**src/lif_pkg.sv**
```systemverilog
`timescale 1ns / 1ps
// Shared types, constants and arithmetic helpers for the leaky integrator dense layer.
// No dependencies; imported by every other file of the block.
package lif_pkg;

    localparam int INPUT_COUNT  = 16;
    localparam int NEURON_COUNT = 16;
    localparam int IN_IDX_W     = $clog2(INPUT_COUNT);
    localparam int NEU_IDX_W    = $clog2(NEURON_COUNT);

    localparam logic [15:0] DECAY_RESET = 16'd58982;

    typedef enum logic [1:0] {
        KIND_WEIGHT   = 2'd0,
        KIND_MEMBRANE = 2'd1,
        KIND_STEP     = 2'd2,
        KIND_UNUSED   = 2'd3
    } lif_kind_t;

    typedef enum logic [2:0] {
        ST_IDLE,
        ST_MUL,
        ST_SHIFT,
        ST_ACCUM,
        ST_EMIT
    } lif_state_t;

    // Control shared by all lanes; per-lane write selects travel separately.
    typedef struct packed {
        logic [IN_IDX_W-1:0] wr_row;
        logic [31:0]         wr_value;
        logic [IN_IDX_W-1:0] rd_row;
        logic [15:0]         decay;
        logic                decay_apply;
        logic                accum_en;
    } lif_lane_ctrl_t;

    // Add with saturation to the signed 32-bit range.
    function automatic logic signed [31:0] sat_add(input logic signed [31:0] a,
                                                   input logic signed [31:0] b);
        logic signed [32:0] s;
        s = {a[31], a} + {b[31], b};
        if (s[32] != s[31])
            return s[32] ? 32'sh8000_0000 : 32'sh7FFF_FFFF;
        return s[31:0];
    endfunction

    // Integer part of a Q16.16 value, truncated toward zero.
    function automatic logic signed [15:0] int_part(input logic signed [31:0] m);
        logic signed [32:0] biased;
        biased = {m[31], m} + (m[31] ? 33'sd65535 : 33'sd0);
        return biased[31:16];
    endfunction

endpackage

```
**src/lif_lane.sv**
```systemverilog
`timescale 1ns / 1ps
// One neuron lane: its weight column memory, membrane register, decay multiplier
// and saturating accumulator. Depends on lif_pkg.
module lif_lane
    import lif_pkg::*;
(
    input  logic                  clk,
    input  logic                  rst_n,
    input  lif_lane_ctrl_t        ctrl,
    input  logic                  weight_sel,
    input  logic                  membrane_sel,
    output logic signed [31:0]    membrane
);

    logic [15:0]        weight_mem [INPUT_COUNT];
    logic [15:0]        rd_data_reg;
    logic signed [47:0] prod_reg;
    logic signed [31:0] membrane_reg;
    logic signed [31:0] membrane_next;
    logic signed [31:0] weight_q16;

    // Weight memory: one write port, registered read
    always_ff @(posedge clk)
    begin
        if (weight_sel)
            weight_mem[ctrl.wr_row] <= ctrl.wr_value[15:0];
        rd_data_reg <= weight_mem[ctrl.rd_row];
        prod_reg    <= membrane_reg * $signed({1'b0, ctrl.decay});
    end

    assign weight_q16 = {{8{rd_data_reg[15]}}, rd_data_reg, 8'h00};

    always_comb
    begin
        priority if (membrane_sel)
            membrane_next = ctrl.wr_value;
        else if (ctrl.decay_apply)
            membrane_next = prod_reg[47:16];
        else if (ctrl.accum_en)
            membrane_next = sat_add(membrane_reg, weight_q16);
        else
            membrane_next = membrane_reg;
    end

    always_ff @(posedge clk or negedge rst_n)
    begin
        if (!rst_n)
            membrane_reg <= '0;
        else
            membrane_reg <= membrane_next;
    end

    assign membrane = membrane_reg;

endmodule

```
**config.mk**
```make
export PLATFORM = sky130hd
export DESIGN_NAME = lif_lane
export DESIGN_NICKNAME = d
export VERILOG_FILES = /design/src/lif_pkg.sv /design/src/lif_lane.sv
export SDC_FILE = /design/constraint.sdc
export NUM_CORES = 2
export LEC_CHECK = 0
export CAP_MARGIN = 15
export CORE_MARGIN = 2
export CORE_UTILIZATION = 60
export CTS_BUF_LIST = sky130_fd_sc_hd__clkbuf_16
export DETAILED_ROUTE_END_ITERATION = 7
export DONT_BUFFER_PORTS = 1
export HOLD_SLACK_MARGIN = 0.08
export PLACE_DENSITY = 0.76
export SYNTH_ARGS = -nofsm -noshare
export SYNTH_HDL_FRONTEND = slang
export SYNTH_SLANG_ARGS = --single-unit
export TNS_END_PERCENT = 20
```
**constraint.sdc**
```tcl
create_clock -name clk -period 14.8 [get_ports clk]
set_clock_uncertainty 0.05 [all_clocks]
set_input_delay 1.48 -clock clk [delete_from_list [all_inputs] [get_ports clk]]
set_output_delay 1.48 -clock clk [all_outputs]
set_load 0.02 [all_outputs]
```
# [Word-level counts from Yosys, hierarchy flattened]
# Memories as Yosys holds them, arrays and structs flattened. A register that Yosys moved wholly into a read port is not among the register bits.
# Cells that the tools add are included.
[classes] add_sub_neg=1 multipliers=1 eq_ne=1 n_mux=12 n_reduce_logical=1
[ops] cell="$mux W32" count=6
[ops] cell="$mul A32 B17 Y48" count=1
[ops] cell="$add A32 B24 Y33" count=1
[ops] cell="$mux W1" count=6
[ops] cell="$reduce_bool A3 Y1" count=1
[ops] cell="$ne A1 B1 Y1" count=1
[word_totals] ff_bits=80 mem_bits_rw=256 in_bits=62 output_inout_bits=32 elab_cells=19 mem_count=1
[memory_table] memory="weight_mem" depth=16 width=16 rd=1 rd_ports_with_merged_regs=1 write_ports=1 line_no="lif_lane.sv:15" rtl="logic [15:0] weight_mem [INPUT_COUNT];"

# [Depth between registers and ports, before layout]
[logic_depth] word_depth=10 ltp_mapped=24 depth_no_buf=23

# [Least setup slack after synthesis]
# Ideal clock, no wire load.
[synth_path] path_kind="input to register" start="input port ctrl[10] (netlist name)" end="register prod_reg[47]" setup_time_ns=0.122 arrival_time_ns=6.946 required_time_ns=14.628 slack_ns=7.682 path_stages=23 path_buffers=1 cell_sequence="clkbuf_1 > nand2_1 > fa_1 > inv_1 > fa_1 > inv_1 > fa_1 > inv_1 > fa_1 > fa_1 > inv_1 > fa_1 > inv_1 > ha_1 > a22o_1 > nor4_1 > o221ai_1 > o211a_1 > nor2_1 > o21ai_1 > a211o_1 > a211oi_2 > xnor2_1"
[synth_between] elab_chain_cells=1
[synth_rtl] element="start, declared" line_no="lif_lane.sv:9" rtl="input lif_lane_ctrl_t ctrl,"
[synth_rtl] element="$mul A32 B17 Y48" line_no="lif_lane.sv:28" rtl="prod_reg <= membrane_reg * $signed({1'b0, ctrl.decay});"
[synth_rtl] element="end signal, assigned" line_no="lif_lane.sv:28"
[synth_rtl] element="end, declared" line_no="lif_lane.sv:17" rtl="logic signed [47:0] prod_reg;"
# Every way passes these cells.
# A chain may end at the register's enable or synchronous reset.

# [Worst setup path after layout]
[layout_path] start="register membrane_reg[8] (netlist: membrane[8])" end="register prod_reg[47]"
[layout_between] elab_chain_cells=1
[layout_rtl] element="start, declared" line_no="lif_lane.sv:18" rtl="logic signed [31:0] membrane_reg;"
[layout_rtl] element="start signal, assigned" line_no="lif_lane.sv:50" rtl="membrane_reg <= membrane_next;"
[layout_rtl] element="$mul A32 B17 Y48" line_no="lif_lane.sv:28"
# Every way passes these cells.

==> flow_summary.rst <==
.. list-table::
   :header-rows: 1

   * - Metric
     - Value
   * - CP arrival
     - just under 8 ns
   * - Post-Route Setup TNS
     - 0 ns
   * - Multi-input gate area in the final layout
     - 18,770 µm²
   * - Endpoint of the worst hold-timing path
     - membrane[10]$_DFFE_PN0P_
   * - Post-route fraction of the period consumed by the critical path
     - 49.41%
   * - Area taken by flip-flops and latches
     - 9449 µm²
   * - Initial antenna violation count
     - 5
   * - Row count
     - between 80 and 90
   * - Filler Cells Inserted
     - between 3,000 and 4,000
   * - Syn. warnings
     - 0
   * - # port buffers
     - 0
   * - Worst-case headroom to the max-slew limit
     - between 20% and 30%
   * - Number of H-tree levels
     - 1
   * - Drt drc
     - 0
   * - Slack of the critical path
     - 7.487 ns
   * - Synthesized area divided by synthesized cell count
     - 11.40 µm²
   * - RSZ-0062 raised after global routing
     - no
   * - Result of the run
     - complete, no violations
   * - Period minus WS final
     - 7.313 ns
   * - Post-Place Setup Slack
     - 7.146 ns
   * - First-pass GRT wire length
     - 122.9 mm
   * - Die Y-Extent
     - 230.2 µm
   * - GR Util met3
     - 4.638%
   * - Setup Buffers After CTS
     - 0
   * - Clock insertion delay at the later pin of the skew report
     - 0.59 ns
   * - Total overflow reported by the global router
     - 0
   * - Hold buffer count at cts
     - 0
   * - Min-Delay Path Class
     - flip-flop to flip-flop
   * - Cell count after synthesis
     - about 2,700
   * - Placeable core region
     - ~50,000 µm²
   * - Final hold violation count
     - 0
   * - Share of the synthesized area in the top cell type
     - between 30% and 40%
   * - Cell type with the largest total area after synthesis
     - sky130_fd_sc_hd__fa_1
   * - Most Crowded Layer GR
     - met2
   * - Area Growth Syn to Fin
     - 5.928%
   * - Maximum number of pins on one net before global-route repair
     - 65
   * - Worst flop-to-flop path endpoint
     - prod_reg[47]$_DFF_P_
   * - Crit Path Class
     - flip-flop to flip-flop
   * - Minimum setup slack among reg-to-reg paths
     - 7.49 ns
   * - Number of flops mapped to enable cells by yosys
     - 256
   * - Fraction of met2 tracks used by global routing
     - 51.50%
   * - Count leader, synth
     - sky130_fd_sc_hd__inv_1
   * - Number of cells on the worst reg-to-reg path
     - 20
   * - Post-DP HPWL
     - about 54 mm
   * - Clock transition at the registers of the reported paths
     - 0.07 ns
   * - Grt met1 use
     - roughly two fifths
   * - Worst reg2reg path startpoint
     - membrane[8]$_DFFE_PN0P_
   * - Clock buffer depth
     - 3
   * - Root buf cell
     - sky130_fd_sc_hd__clkbuf_16
   * - # setup viols final
     - 0
   * - Top cells by area in the synthesized netlist
     - sky130_fd_sc_hd__fa_1 31%, sky130_fd_sc_hd__edfxtp_1 25%, sky130_fd_sc_hd__inv_1 6.7%
   * - Origin of the worst min-delay path
     - prod_reg[26]$_DFF_P_
   * - Number of distinct library cell variants in the gate-level netlist after synthesis
     - 64
   * - Boundary pin count
     - 94
   * - Total global-route track usage
     - 30.39%
   * - Vias post-DR
     - a little under 20,000
   * - Fraction of final layout cells sized beyond drive strength 1
     - 7.370%
   * - Post-Route WL
     - around 76 mm
   * - Critical Path RT
     - 15.22 ns
   * - Starting Density
     - between 60% and 70%
   * - Number of buffers added by the clock tree synthesis step
     - 31
   * - Maximum net fanout on the critical path
     - 19
   * - Worst setup path startpoint
     - membrane[8]$_DFFE_PN0P_
   * - Flops & latches, synth
     - 336
   * - Sequential share of the synthesized area
     - 30.77%
   * - Slew at the pin closest to its max-slew limit
     - 1.119 ns
   * - Number of resized instances in the post-cts repair step
     - 0
   * - Count of max-cap constraint violations
     - 0
   * - Commonest cells in the synthesized netlist
     - 550 x sky130_fd_sc_hd__inv_1, 483 x sky130_fd_sc_hd__fa_1, 319 x sky130_fd_sc_hd__nand2_1, 256 x sky130_fd_sc_hd__edfxtp_1, 229 x sky130_fd_sc_hd__and2_1
   * - Vias in the first global route
     - between 20,000 and 25,000
   * - First-iteration detailed-routing DRC count
     - 1,771
   * - Setup crit end kind
     - flip-flop
   * - Drt pass-1 iters
     - 6
   * - Post-synth net total
     - 3,376
   * - Die Area
     - 53,010 µm²
   * - Setup crit start kind
     - flip-flop
   * - Total standard cell area after synthesis
     - between 30,000 and 40,000 µm²
   * - Wire per inst
     - 22.78 µm
   * - Clock tree from TritonCTS
     - done
   * - Horizontal die dimension
     - 230.2 µm
   * - Highest clock rate
     - 0.1367 GHz
   * - Number of slew-limit violations in the final report
     - 0
   * - Final Net Count
     - 3,331
   * - Routability congestion estimate from global placement
     - between 0.8 and 0.9
   * - Clock sink total
     - 336
   * - FFs w/ async S/R, synth
     - 9.524%
   * - Ys flop type
     - sky130_fd_sc_hd__edfxtp_1
   * - Antenna violation net count after detailed routing
     - 0
   * - Hold path depth
     - 2
   * - Ratio of routed vias to standard cells
     - between 5 and 6
   * - Post-route insts no fill
     - 3,349
   * - Placed Cells incl. Taps
     - 3,288
   * - Max FFs per register
     - 256
final cells by class:
| cell class | instances | share of cell area [%] |
|---|---|---|
| diodes | 4 | 0.03077 |
| clock buffers | 31 | 2.385 |
| clock inverters | 26 | 1.004 |
| inverters | 551 | 6.358 |
| multi-input cells | 1690 | 57.69 |
| flip-flops and latches | 336 | 29.05 |
| well taps | 672 | 2.585 |
| repair buffers | 39 | 0.9000 |
per-layer routing:
layer / part of all wire [%] / vias up
li1: - / 8481
met1: 38 / 10181
met2: 50 / 899
met3: 7.6 / 205
met4: 4.0 / 0
met5: 0 / -
cell families after synthesis:
group	synth area share, %
xor+xnor	1.740
compound gates	5.651
flops	30.77
simple gates	10.37
buf+inv	8.202
fa+ha+maj	37.07
mux	6.197
stage by stage:
stage               hold WS, ns  util [%]  area (µm²)
finish                   0.4852     64.57       32530
floorplan                0.4177         -       30710
global route             0.5144     64.57       32530
global placement         0.4596     62.37       31420
CTS                      0.4857     64.55       32520
detailed placement       0.4643     62.37       31420
worst max-delay path, cell delays in order, from the launching register on:
cell and delay [ns]:
sky130_fd_sc_hd__dfrtp_1 1.07, sky130_fd_sc_hd__nand2_1 0.20, sky130_fd_sc_hd__fa_1 0.57, sky130_fd_sc_hd__inv_1 0.05, sky130_fd_sc_hd__fa_1 0.48, sky130_fd_sc_hd__fa_1 0.57
sky130_fd_sc_hd__fa_1 0.43, sky130_fd_sc_hd__fa_1 0.49, sky130_fd_sc_hd__inv_1 0.05, sky130_fd_sc_hd__fa_1 0.47, sky130_fd_sc_hd__inv_1 0.04, sky130_fd_sc_hd__ha_1 0.33
sky130_fd_sc_hd__a22o_1 0.23, sky130_fd_sc_hd__nor4_1 0.26, sky130_fd_sc_hd__o221ai_1 0.29, sky130_fd_sc_hd__o211a_1 0.28, sky130_fd_sc_hd__nor2_1 0.32, sky130_fd_sc_hd__o21ai_1 0.22
sky130_fd_sc_hd__a211o_1 0.42, sky130_fd_sc_hd__a211oi_2 0.25, sky130_fd_sc_hd__xnor2_1 0.10
cell usage in the layout, fill, tap and decap left out, types with 45 or more instances in the layout:
| master | instances |
|---|---|
| sky130_fd_sc_hd__inv_1 | 551 |
| sky130_fd_sc_hd__ha_1 | 137 |
| sky130_fd_sc_hd__dfxtp_1 | 48 |
| sky130_fd_sc_hd__edfxtp_1 | 256 |
| sky130_fd_sc_hd__o21ai_0 | 57 |
| sky130_fd_sc_hd__fa_1 | 483 |
| sky130_fd_sc_hd__xnor2_1 | 45 |
| sky130_fd_sc_hd__mux4_2 | 80 |
| sky130_fd_sc_hd__a21oi_1 | 68 |
| sky130_fd_sc_hd__and2_1 | 229 |
| sky130_fd_sc_hd__nand2_1 | 319 |
worst max-delay path by stage:
stage | end | cells after the start
finish | prod_reg[47]$_DFF_P_ | 20
detailed placement | prod_reg[41]$_DFF_P_ | 19
CTS | prod_reg[47]$_DFF_P_ | 22
global route | prod_reg[43]$_DFF_P_ | 20
global placement | prod_reg[41]$_DFF_P_ | 19
floorplan | prod_reg[47]$_DFF_P_ | 23
Power is not shown: default switching activity piles up to over one toggle a cycle in this logic, so the estimate is an artifact.
