`config.mk`:
```
export PLATFORM = sky130hd
export DESIGN_NAME = lif_merge
export DESIGN_NICKNAME = d
export VERILOG_FILES = /design/src/lif_pkg.sv /design/src/lif_merge.sv
export SDC_FILE = /design/constraint.sdc
export NUM_CORES = 1
export LEC_CHECK = 0
export BUFFER_PORTS_ARGS = -buffer_cell sky130_fd_sc_hd__clkbuf_2
export CORE_AREA = 2 2 213 215
export DETAILED_ROUTE_END_ITERATION = 12
export DIE_AREA = 0 0 215 217
export SLEW_MARGIN = 40
export SYNTH_ARGS = -nofsm -noshare
export SYNTH_HDL_FRONTEND = slang
export SYNTH_SLANG_ARGS = --single-unit
export TNS_END_PERCENT = 1
```
`constraint.sdc`:
```
create_clock -name clk -period 0.8 [get_ports clk]
set_input_delay 0.08 -clock clk [delete_from_list [all_inputs] [get_ports clk]]
set_output_delay 0.08 -clock clk [all_outputs]
set_load 0.01 [all_outputs]
```
`src/lif_pkg.sv`:
```
`timescale 1ns / 1ps
// Shared types, constants and arithmetic helpers for the leaky integrator dense layer.
// No dependencies; imported by every other file of the block.
package lif_pkg;

    localparam int INPUT_COUNT  = 16;
    localparam int NEURON_COUNT = 16;
    localparam int IN_IDX_W     = $clog2(INPUT_COUNT);
    localparam int NEU_IDX_W    = $clog2(NEURON_COUNT);

    localparam logic [15:0] DECAY_RESET = 16'd58982;

    typedef enum logic [1:0] {
        KIND_WEIGHT   = 2'd0,
        KIND_MEMBRANE = 2'd1,
        KIND_STEP     = 2'd2,
        KIND_UNUSED   = 2'd3
    } lif_kind_t;

    typedef enum logic [2:0] {
        ST_IDLE,
        ST_MUL,
        ST_SHIFT,
        ST_ACCUM,
        ST_EMIT
    } lif_state_t;

    // Control shared by all lanes; per-lane write selects travel separately.
    typedef struct packed {
        logic [IN_IDX_W-1:0] wr_row;
        logic [31:0]         wr_value;
        logic [IN_IDX_W-1:0] rd_row;
        logic [15:0]         decay;
        logic                decay_apply;
        logic                accum_en;
    } lif_lane_ctrl_t;

    // Add with saturation to the signed 32-bit range.
    function automatic logic signed [31:0] sat_add(input logic signed [31:0] a,
                                                   input logic signed [31:0] b);
        logic signed [32:0] s;
        s = {a[31], a} + {b[31], b};
        if (s[32] != s[31])
            return s[32] ? 32'sh8000_0000 : 32'sh7FFF_FFFF;
        return s[31:0];
    endfunction

    // Integer part of a Q16.16 value, truncated toward zero.
    function automatic logic signed [15:0] int_part(input logic signed [31:0] m);
        logic signed [32:0] biased;
        biased = {m[31], m} + (m[31] ? 33'sd65535 : 33'sd0);
        return biased[31:16];
    endfunction

endpackage

```
`src/lif_merge.sv`:
```
`timescale 1ns / 1ps
// Merging stage: picks one lane's membrane, takes its integer part and holds it
// in the output register. Depends on lif_pkg.
module lif_merge
    import lif_pkg::*;
(
    input  logic                     clk,
    input  logic                     rst_n,
    input  logic signed [31:0]       lane_membrane [NEURON_COUNT],
    input  logic [NEU_IDX_W-1:0]     sel_idx,
    input  logic                     load,
    input  logic                     out_ready,
    output logic                     out_free,
    output logic                     out_valid,
    output logic [NEU_IDX_W-1:0]     neuron,
    output logic signed [15:0]       membrane_integer,
    output logic                     last
);

    logic                    valid_reg;
    logic [NEU_IDX_W-1:0]    neuron_reg;
    logic signed [15:0]      integer_reg;
    logic                    last_reg;

    assign out_free = !valid_reg || out_ready;

    always_ff @(posedge clk or negedge rst_n)
    begin
        if (!rst_n)
            valid_reg <= 1'b0;
        else if (load)
            valid_reg <= 1'b1;
        else if (out_ready)
            valid_reg <= 1'b0;
    end

    always_ff @(posedge clk)
    begin
        if (load)
        begin
            neuron_reg  <= sel_idx;
            integer_reg <= int_part(lane_membrane[sel_idx]);
            last_reg    <= (sel_idx == NEU_IDX_W'(NEURON_COUNT - 1));
        end
    end

    assign out_valid        = valid_reg;
    assign neuron           = neuron_reg;
    assign membrane_integer = integer_reg;
    assign last             = last_reg;

endmodule

```
---- Word-level counts from Yosys, hierarchy flattened ----
Cells that the tools add are included.
operators by class
  $mul .................................... 0
  multiplexer cells ....................... 6
  shifts and indexed selects .............. 0
  div/mod/pow operators ................... 0
  eq/ne operators ......................... 1
  reduce and logical (&&, ||, !) cells .... 3
  magnitude comparators ................... 1
  add/subtract/negate cells ............... 1
  bitwise gates (word level) .............. 1
operators with widths
  kind                  count
  $bmux W32 S4          1
  $mux W32              2
  $add A32 B17 Y32      1
  $mux W16              1
  $ge A5 B5 Y1 const B  1
  $not A4 Y5            1
  $eq A4 B4 Y1 const B  1
  $mux W1               2
  $reduce_bool A2 Y1    1
  $logic_not A1 Y1      1
  $logic_or A1 B1 Y1    1
word-level totals
  output and inout port bits .............. 23
  latch bits .............................. 0
  flip-flop bits (word level) ............. 22
  bits in writable memories ............... 0
  memories ................................ 0
  word-level logic and storage cells ...... 17
  memory bits (read-only) ................. 0

---- Longest topological paths before layout ----
Gate-level depths: netlist (run 1).
  word-level depth ........................ 6
  mapped depth ............................ 18

---- Worst setup path after synthesis (run 1) ----
OpenSTA, ideal clock, no wires.
  path type ............................... input-to-reg
  start ................................... input port sel_idx[0]
  end ..................................... register integer_reg[10], in the netlist membrane_integer[10], data pin
  setup time .............................. 0.257 ns
  stages on the path ...................... 16
  arrival time ............................ 3.610 ns
  slack ................................... -3.067 ns
  cell sequence ........................... buf_6 > buf_4 > buf_4 > buf_4 > buf_2 > mux4_2 > mux4_2 > ha_1 > a21o_1 > a21oi_1 > o21a_1 > nand3_1 > o211ai_4 > nor2_4 > and3_1 > xor2_1
between the ends
  longest elaborated chain between the ends .. 6
RTL lines
  what                                            line             RTL
  start: declaration                              lif_merge.sv:10  input logic [NEU_IDX_W-1:0] sel_idx,
  $not A4 Y5 (not written as such) *              lif_merge.sv:42  integer_reg <= int_part(lane_membrane[sel_idx]);
  $bmux W32 S4 *                                  lif_merge.sv:42
  $mux W32 (not written as such) * (2 in series)  lif_merge.sv:42
  $mux W16                                        lif_pkg.sv:51    biased = {m[31], m} + (m[31] ? 33'sd65535 : 33'sd0);
  $add A32 B17 Y32 *                              lif_pkg.sv:51
  end signal: assignment                          lif_merge.sv:42
  end: declaration                                lif_merge.sv:22  logic signed [15:0] integer_reg;
Mark *: on every way between the ends. The rest lies on a longest branch, timed or not. The select of a mux whose other input is x is not followed.
A chain may end at the register's enable or synchronous reset.

---- Final worst setup path (run 1) ----
Ends and elaborated chain as after synthesis.

==> impl_metrics.env, run 1 <==
export IMPL_status="complete, but fails checks"
export IMPL_violations="negative setup slack"
export IMPL_yosys_area_top_type="mux4_2"
export IMPL_via_per_inst=4.095
export IMPL_power_density_nw_per_um2=906.8
export IMPL_drc=0
export IMPL_netlist_instances=370
export IMPL_drv_slew=0
export IMPL_layout_commonest_cell="clkbuf_2"
export IMPL_start_util=0.1222
export IMPL_start_kind="primary input"
export IMPL_wl_um=32590
export IMPL_wire_per_inst_um=20.72
export IMPL_core_um2=44700
export IMPL_syn_to_final_growth_pct=84.44
export IMPL_synth_flop_cell="edfxtp_1"
export IMPL_io_pins=543
export IMPL_path_buf_inv=3
export IMPL_port_buffers=542
export IMPL_yosys_register_bits=22
export IMPL_vias=6442
export IMPL_final_layout_size_suffix_gt1_frac=0.8462
export IMPL_slowest_delay_ns=0.53
export IMPL_insertion_delay_ns=0.26
export IMPL_syn_num_nets=905
export IMPL_slowest_stage="mux4_2"
export IMPL_yosysTopAreaCellShare=0.5196
export IMPL_relSlewSlack=0.6218
export IMPL_worst_setup_path_type="primary input to register"
export IMPL_cp_end_kind="register"
export IMPL_layout_nets=1505
export IMPL_p_total_mw=9.134
export IMPL_rows=78
export IMPL_cts_root_buf="clkbuf_16"
export IMPL_largest_reg_flops=16
export IMPL_clock_sinks=22
export IMPL_grt_pass1_vias=6907
export IMPL_die_y_um=217
export IMPL_path_depth=14
export IMPL_setup_ws_ns=-2.188
export IMPL_ir_drop_mv=0.6148
export IMPL_setup_viol=40
export IMPL_antenna_found_initial=6
export IMPL_fmax_ghz=0.3346
export IMPL_timing_hold_ws_ns=0.08917
export IMPL_die_w_um=215
export IMPL_min_path_type="primary input to register"
export IMPL_skew_ns=0
export IMPL_grt_max_degree=60
export IMPL_cts_buffers=3
export IMPL_clk_pin_slew_ns=0.07
export IMPL_crit_chain="buf_16 -> buf_12 -> mux4_2 -> mux4_2 -> ha_4 -> a21oi_4 -> o21ai_4 -> nor3_4 -> nand3_2 -> o211ai_4 -> buf_6 -> nor2_4 -> and3_4 -> xor2_1"
export IMPL_final_hold_violation_count=0
export IMPL_worst_slew_pin_slew_ns=0.5614
export IMPL_crit_path_frequent_cell="mux4_2"
export IMPL_ys_warn_count=0
export IMPL_dp_cells=1550
export IMPL_min_path_cells=3
export IMPL_grt_overflow=0
export IMPL_layout_cells_non_filler=1573
export IMPL_synth_cell_types=56
export IMPL_gp_congestion=0.8873
export IMPL_synthArstFlopShare=0.04545
export IMPL_most_common_layout_cells="clkbuf_2, mux4_2, buf_4"
export IMPL_clockBufferDepth=2
export IMPL_dpl_hpwl_um=28410
export IMPL_drv_cap=0
export IMPL_grt_total_usage=0.1331
export IMPL_fin_crit_sh=3.735
export IMPL_h_tree_depth=1
export IMPL_critical_path_top_delay_family="multiplexers"
export IMPL_antenna_left=0
export IMPL_design_area_um2=10070
export IMPL_first_pass_iters=6
export IMPL_cp_required_ns=0.82
export IMPL_grt_pass1_wl_um=45260
export IMPL_rsz0062_at_grt="yes"
export IMPL_synth_edff_count=21
export IMPL_netlist_area_um2=5461
export IMPL_final_core_util=0.2254
export IMPL_p_leak_nw=4.657
export IMPL_cts_tree="built"
export IMPL_critPathMaxFanout=6
export IMPL_synthTopCellsByArea="mux4_2, edfxtp_1, mux4_1"
export IMPL_min_period_ns=2.988
export IMPL_ff2ff_path_depth=2
export IMPL_synth_seq_area_share=0.1200
export IMPL_cp_arrival_ns=3.01
export IMPL_placed_area_um2=9409
export IMPL_synth_avg_cell_area_um2=14.76
export IMPL_drt_iter0_drc=361
export IMPL_die_area_um2=46660
==> synth_stat cells (all sizes together) (7+ instances only) <==
library cell / number
nand2: 19
buf: 33
mux4: 143
clkbuf: 7
mux2: 9
mux2i: 12
nand3: 10
ha: 15
edfxtp: 21
nor2: 17
nor3: 7
a22oi: 7
a21oi: 9
xnor2: 8
==> final timing paths <==
check	slack (ns)	startpoint	end
max reg2reg	0.15	out_valid	out_valid
min in group asynchronous	0.12	rst_n	out_valid
min reg2reg	0.54	out_valid	out_valid
min	0.09	out_ready	out_valid
max	-2.19	sel_idx[0]	membrane_integer[10]
max in group asynchronous	0.60	rst_n	out_valid
==> layer usage <==
| layer | GRT usage | wire length (um) |
|---|---|---|
| met1 | 0.1603 | 12920 |
| met4 | 0.01816 | 246 |
| met3 | 0.03117 | 2274 |
| met5 | 0 | 34 |
| met2 | 0.2458 | 17110 |
==> cell type report <==
cell class | count | area [um2]
fill | 4866 | 34620
multi-input combinational | 306 | 4747
timing repair buffer | 635 | 3797
tap | 600 | 750.7
sequential | 22 | 655.6
clock buffer | 3 | 75.07
clock inverter | 1 | 30.03
antenna | 4 | 10.01
inverter | 2 | 7.507
==> worst register-to-register path, delay by kind of cell, from the launching register on <==
| family | cells | cell delay [ns] |
|---|---|---|
| DFF | 1 | 0.39 |
| and+or+nand+nor | 2 | 0.15 |
==> timing repair <==
| item | 4_1_cts | 5_1_grt |
|---|---|---|
| setup buffers | 10 | 0 |
| cloned | 4 | 0 |
| hold buffers | 1 | 0 |
| gates resized for setup | 50 | 31 |
| endpoints found under the setup margin | 41 | 40 |
| pin swaps | 16 | 15 |
| hold endpoints to repair | 1 | 0 |
==> metrics by stage <==
step | setup slack (ns) | setup TNS (ns)
3_5_place_dp | -2.986 | -47.33
5_1_grt | -2.333 | -37.99
3_3_place_gp | -2.979 | -47.07
6_report | -2.188 | -34.92
4_1_cts | -2.252 | -36.58
2_1_floorplan | -2.653 | -41.17
==> power by group <==
| part | internal, mW | switching (mW) | total (mW) |
|---|---|---|---|
| combinational | 3.59 | 2.55 | 6.14 |
| sequential | 1.45 | 0.0493 | 1.50 |
| clock | 0.997 | 0.489 | 1.49 |
==> cell families (layout without fill, tap and decap cells) <==
kind of cell,Yosys count,in the layout,share of synthesized area
compound gates,42,42,0.05934
flops,22,22,0.1200
xor+xnor,14,14,0.02245
other cells,0,4,0
fa+ha+maj,15,15,0.03436
simple gates,71,71,0.06804
buf+inv,42,641,0.05384
mux,164,164,0.6419
No activity file was read; power rests on OpenSTA's default activity.
==> inputs of run 2 (changes only) <==
BUFFER_PORTS_ARGS = default   (was -buffer_cell sky130_fd_sc_hd__clkbuf_2)
DONT_BUFFER_PORTS = 1   (was default)
RECOVER_POWER = 25   (was default)
==> impl_metrics.env, run 2 (synthesis results as in run 1) <==
export IMPL_status="complete, but fails checks"
export IMPL_violations="negative hold slack, negative setup slack"
export IMPL_ir_drop_mv=0.6921
export IMPL_grt_max_degree=136
export IMPL_drc=0
export IMPL_grt_pass1_wl_um=34920
export IMPL_min_period_ns=2.926
export IMPL_vias=4330
export IMPL_design_area_um2=6686
export IMPL_cts_buffers=3
export IMPL_p_seq_frac=0.241
export IMPL_grt_overflow=0
export IMPL_cts_root_buf="clkbuf_16"
export IMPL_antenna_found_initial=21
export IMPL_start_util=0.1222
export IMPL_dpl_hpwl_um=22150
export IMPL_drv_cap=0
export IMPL_intPower_mw=4.752
export IMPL_min_path_type="primary input to register"
export IMPL_clockBufferDepth=2
export IMPL_cts_tree="built"
export IMPL_first_pass_iters=4
export IMPL_final_hold_violation_count=22
export IMPL_layout_commonest_cell="mux4_2"
export IMPL_final_layout_size_suffix_gt1_frac=0.5792
export IMPL_wire_per_inst_um=26.50
export IMPL_timing_hold_ws_ns=-0.08213
export IMPL_h_tree_depth=1
export IMPL_insertion_delay_ns=0.26
export IMPL_worst_slew_pin_slew_ns=0.4029
export IMPL_grt_total_usage=0.1049
export IMPL_fin_crit_sh=3.657
export IMPL_port_buffers=0
export IMPL_power_density_nw_per_um2=1023
export IMPL_antenna_left=0
export IMPL_via_per_inst=4.339
export IMPL_fillers=4999
export IMPL_die_area_um2=46660
export IMPL_clkPwrFrac=0.223
export IMPL_drv_slew=0
export IMPL_die_y_um=217
export IMPL_largest_reg_flops=16
export IMPL_setup_viol=23
export IMPL_layout_nets=921
export IMPL_drt_iter0_drc=308
export IMPL_wl_um=26440
export IMPL_placed_area_um2=6351
export IMPL_relSlewSlack=0.7280
export IMPL_io_pins=543
export IMPL_ctsHoldBuffers=5
export IMPL_critPathMaxFanout=120
export IMPL_clock_sinks=22
export IMPL_cp_arrival_ns=2.95
export IMPL_gp_congestion=1.201
export IMPL_worst_setup_path_type="primary input to register"
export IMPL_pwr_share_comb=0.536
export IMPL_grt_pass1_vias=4458
export IMPL_rsz0062_at_grt="yes"
export IMPL_fmax_ghz=0.3418
export IMPL_syn_to_final_growth_pct=22.43
export IMPL_start_kind="primary input"
export IMPL_p_leak_nw=2.071
export IMPL_setup_ws_ns=-2.126
export IMPL_most_common_layout_cells="mux4_2, buf_4, edfxtp_1"
export IMPL_clk_pin_slew_ns=0.08
export IMPL_p_sw_mw=2.087
export IMPL_core_um2=44700
export IMPL_rows=78
export IMPL_preCtsSetupSlack_ns=-2.672
export IMPL_skew_ns=0
export IMPL_cp_end_kind="register"
export IMPL_cp_required_ns=0.82
export IMPL_die_w_um=215
export IMPL_sw_frac_of_total=0.3052
[run 2: critical path, stage by stage]
cell and delay, ns:
mux4_2 0.56, mux4_2 0.52, ha_4 0.27, a21oi_2 0.16, o21ai_4 0.08, nor3_4 0.25, nand3_2 0.12, o211ai_4 0.24
buf_12 0.16, nor2_4 0.03, and3_4 0.16, xor2_1 0.13
[run 2: cell type report]
cell class                      count  area [um2]  area share
Sequential cell                    22       655.6     0.09805
Tap cell                          600       750.7      0.1123
Inverter                            2       7.507    0.001123
Clock buffer                        3       75.07     0.01123
Multi-Input combinational cell    306        4691      0.7015
Clock inverter                      1       30.03    0.004491
Antenna cell                       13       32.53    0.004865
Timing Repair Buffer               51       444.2     0.06643
[run 2: per-stage QoR]
step	hold slack, ns	setup TNS (ns)	instances	util	total power, mW
2_1_floorplan	-0.2156	-41.17	370	-	4.519
3_3_place_gp	-0.2156	-40.96	972	0.1421	5.078
3_5_place_dp	-0.2156	-41.11	972	0.1421	5.122
4_1_cts	-0.09194	-32.91	983	0.1469	6.839
5_1_grt	-0.09720	-34.59	988	0.1490	7.259
6_report	-0.08213	-33.10	998	0.1496	6.840
[run 2: worst paths after layout]
kind / startpoint / to / slack (ns) / cells after the start
max: sel_idx[0] / membrane_integer[10] / -2.13 / 12
min: load / membrane_integer[9] / -0.08 / 0
max reg2reg: out_valid / out_valid / 0.16 / 2
min reg2reg: out_valid / out_valid / 0.53 / 2
max in group asynchronous: rst_n / out_valid / 0.68 / 1
min in group asynchronous: rst_n / out_valid / 0.02 / 1
[run 2: power by group through the flow]
stage / registers (mW) / logic (mW) / clock network [mW]
after floorplan: 1.60 / 2.92 / 0
after global placement: 1.69 / 3.39 / 0
after detailed placement: 1.69 / 3.43 / 0
after CTS: 1.67 / 3.58 / 1.59
after global routing: 1.67 / 3.97 / 1.62
final: 1.65 / 3.67 / 1.53
[run 2: repair_timing]
item / in CTS / in global routing
pin swaps: 9 / 26
hold endpoints to repair: 27 / 22
endpoints found under the setup margin: 30 / 36
buffers inserted: 2 / 3
gates resized for setup: 12 / 13
[run 2: per-layer routing]
layer | vias to the layer above | GRT usage | share of wire
met2 | 379 | 0.1728 | 0.48
met4 | 22 | 0.01057 | 0.0070
met3 | 44 | 0.04626 | 0.11
li1 | 1721 | - | -
met5 | - | 0 | 0.0085
met1 | 2164 | 0.1311 | 0.39
==> inputs of run 3 (changes only) <==
==> constraint.sdc (replaced) <==
create_clock -name clk -period 0.8 [get_ports clk]
set_input_delay 0.16 -clock clk [delete_from_list [all_inputs] [get_ports clk]]
set_output_delay 0.16 -clock clk [all_outputs]
set_load 0.01 [all_outputs]
==> impl_metrics.env, run 3 (synthesis results as in run 1) <==
export IMPL_syn_to_final_growth_pct=24.10
export IMPL_die_area_um2=46660
export IMPL_most_common_layout_cells="mux4_2, buf_4, edfxtp_1"
export IMPL_cp_required_ns=0.83
export IMPL_h_tree_depth=1
export IMPL_largest_reg_flops=16
export IMPL_first_pass_iters=4
export IMPL_critPathMaxFanout=120
export IMPL_cts_buffers=3
export IMPL_drv_slew=0
export IMPL_p_sw_mw=2.166
export IMPL_antenna_found_initial=20
export IMPL_grt_pass1_vias=4397
export IMPL_grt_max_degree=136
export IMPL_sw_frac_of_total=0.3059
export IMPL_wire_per_inst_um=26.54
export IMPL_min_path_type="primary input to register"
export IMPL_layout_nets=926
export IMPL_p_leak_nw=2.109
export IMPL_layout_commonest_cell="mux4_2"
export IMPL_core_um2=44700
export IMPL_pwr_share_comb=0.553
export IMPL_cts_root_buf="clkbuf_16"
export IMPL_die_y_um=217
export IMPL_gp_congestion=1.201
export IMPL_design_area_um2=6778
export IMPL_placed_area_um2=6364
export IMPL_timing_hold_ws_ns=-0.0005994
export IMPL_cts_tree="built"
export IMPL_ff2ff_path_depth=2
export IMPL_ir_drop_mv=0.9102
export IMPL_die_w_um=215
export IMPL_setup_viol=39
export IMPL_clockBufferDepth=2
export IMPL_cp_arrival_ns=3.01
export IMPL_final_hold_violation_count=1
export IMPL_final_layout_size_suffix_gt1_frac=0.5949
export IMPL_insertion_delay_ns=0.27
export IMPL_grt_overflow=0
export IMPL_fmax_ghz=0.3356
export IMPL_vias=4356
export IMPL_worst_setup_path_type="primary input to register"
export IMPL_rows=78
export IMPL_intPower_mw=4.915
export IMPL_antenna_left=0
export IMPL_start_kind="primary input"
export IMPL_drv_cap=0
export IMPL_worst_slew_pin_slew_ns=0.4456
export IMPL_port_buffers=0
export IMPL_drt_iter0_drc=331
export IMPL_start_util=0.1222
export IMPL_power_density_nw_per_um2=1045
export IMPL_clkPwrFrac=0.217
export IMPL_grt_total_usage=0.1054
export IMPL_status="complete, but fails checks"
export IMPL_final_core_util=0.1516
export IMPL_cp_end_kind="register"
export IMPL_min_period_ns=2.980
export IMPL_relSlewSlack=0.6992
export IMPL_rsz0062_at_grt="yes"
export IMPL_violations="negative hold slack, negative setup slack"
export IMPL_wl_um=26540
export IMPL_via_per_inst=4.356
export IMPL_clock_sinks=22
export IMPL_dpl_hpwl_um=22130
export IMPL_fin_crit_sh=3.725
export IMPL_io_pins=543
export IMPL_setup_ws_ns=-2.180
export IMPL_grt_pass1_wl_um=35020
export IMPL_skew_ns=0
export IMPL_clk_pin_slew_ns=0.08
export IMPL_drc=0
export IMPL_min_path_cells=1
export IMPL_p_seq_frac=0.230
## run 3: cell types whose count changed in the layout (fill, tap and decap cells not counted), sizes merged
cell	change
buf	+5
diode	-3
## run 3: repair_timing
action | 4_1_cts | 5_1_grt
hold endpoints to repair | 27 | 16
pin swaps | 18 | 19
endpoints found under the setup margin | 39 | 39
gates resized for setup | 24 | 6
hold buffers | 4 | 1
setup buffers | 4 | 5
## run 3: final timing paths
check,startpoint,end,slack (ns)
worst min-delay path,load,out_valid,-0.0006
worst max register to register,out_valid,out_valid,0.09
worst max-delay path,sel_idx[0],membrane_integer[15],-2.18
min in group asynchronous,rst_n,out_valid,0.09
worst min register to register,out_valid,out_valid,0.60
max in group asynchronous,rst_n,out_valid,0.61
## run 3: power groups by stage
stage                     sequential, mW  combinational (mW)  clock (mW)
final                               1.63                3.91        1.54
after global routing                1.63                4.21        1.64
after CTS                           1.64                3.90        1.60
after detailed placement            1.66                3.51           0
after global placement              1.66                3.47           0
after floorplan                     1.60                2.92           0
## run 3: area by class of cell
cell class	count	area, um2
clock inverter	1	30.03
clock buffer	3	75.07
tap	600	750.7
multi-input combinational	306	4723
antenna	10	25.02
inverter	2	7.507
timing repair buffer	56	510.5
sequential	22	655.6
fill	4992	37920
## run 3: stage by stage
step                setup slack [ns]  cells  TNS, ns  power, mW
global placement              -2.745    972   -42.15      5.134
floorplan                     -2.733    370   -42.53      4.519
global route                  -2.245    992   -36.76      7.483
CTS                           -2.157    984   -35.70      7.143
finish                        -2.180   1000   -35.49      7.081
detailed placement            -2.751    972   -42.22      5.177
## run 3: metal layers
layer / vias up / track usage / part of all wire
li1: 1729 / - / -
met1: 2202 / 0.1334 / 0.39
met2: 361 / 0.1750 / 0.49
met3: 40 / 0.04207 / 0.10
met4: 24 / 0.01057 / 0.0076
met5: - / 0 / 0.0061
## run 3: critical path, cell delays in order
cell	delay (ns)
mux4_2	0.56
mux4_2	0.52
ha_4	0.30
buf_12	0.10
o311a_1	0.15
nand4_1	0.11
a21boi_2	0.13
buf_4	0.13
o211ai_4	0.11
nor3_4	0.27
nand4_1	0.16
xnor2_1	0.15
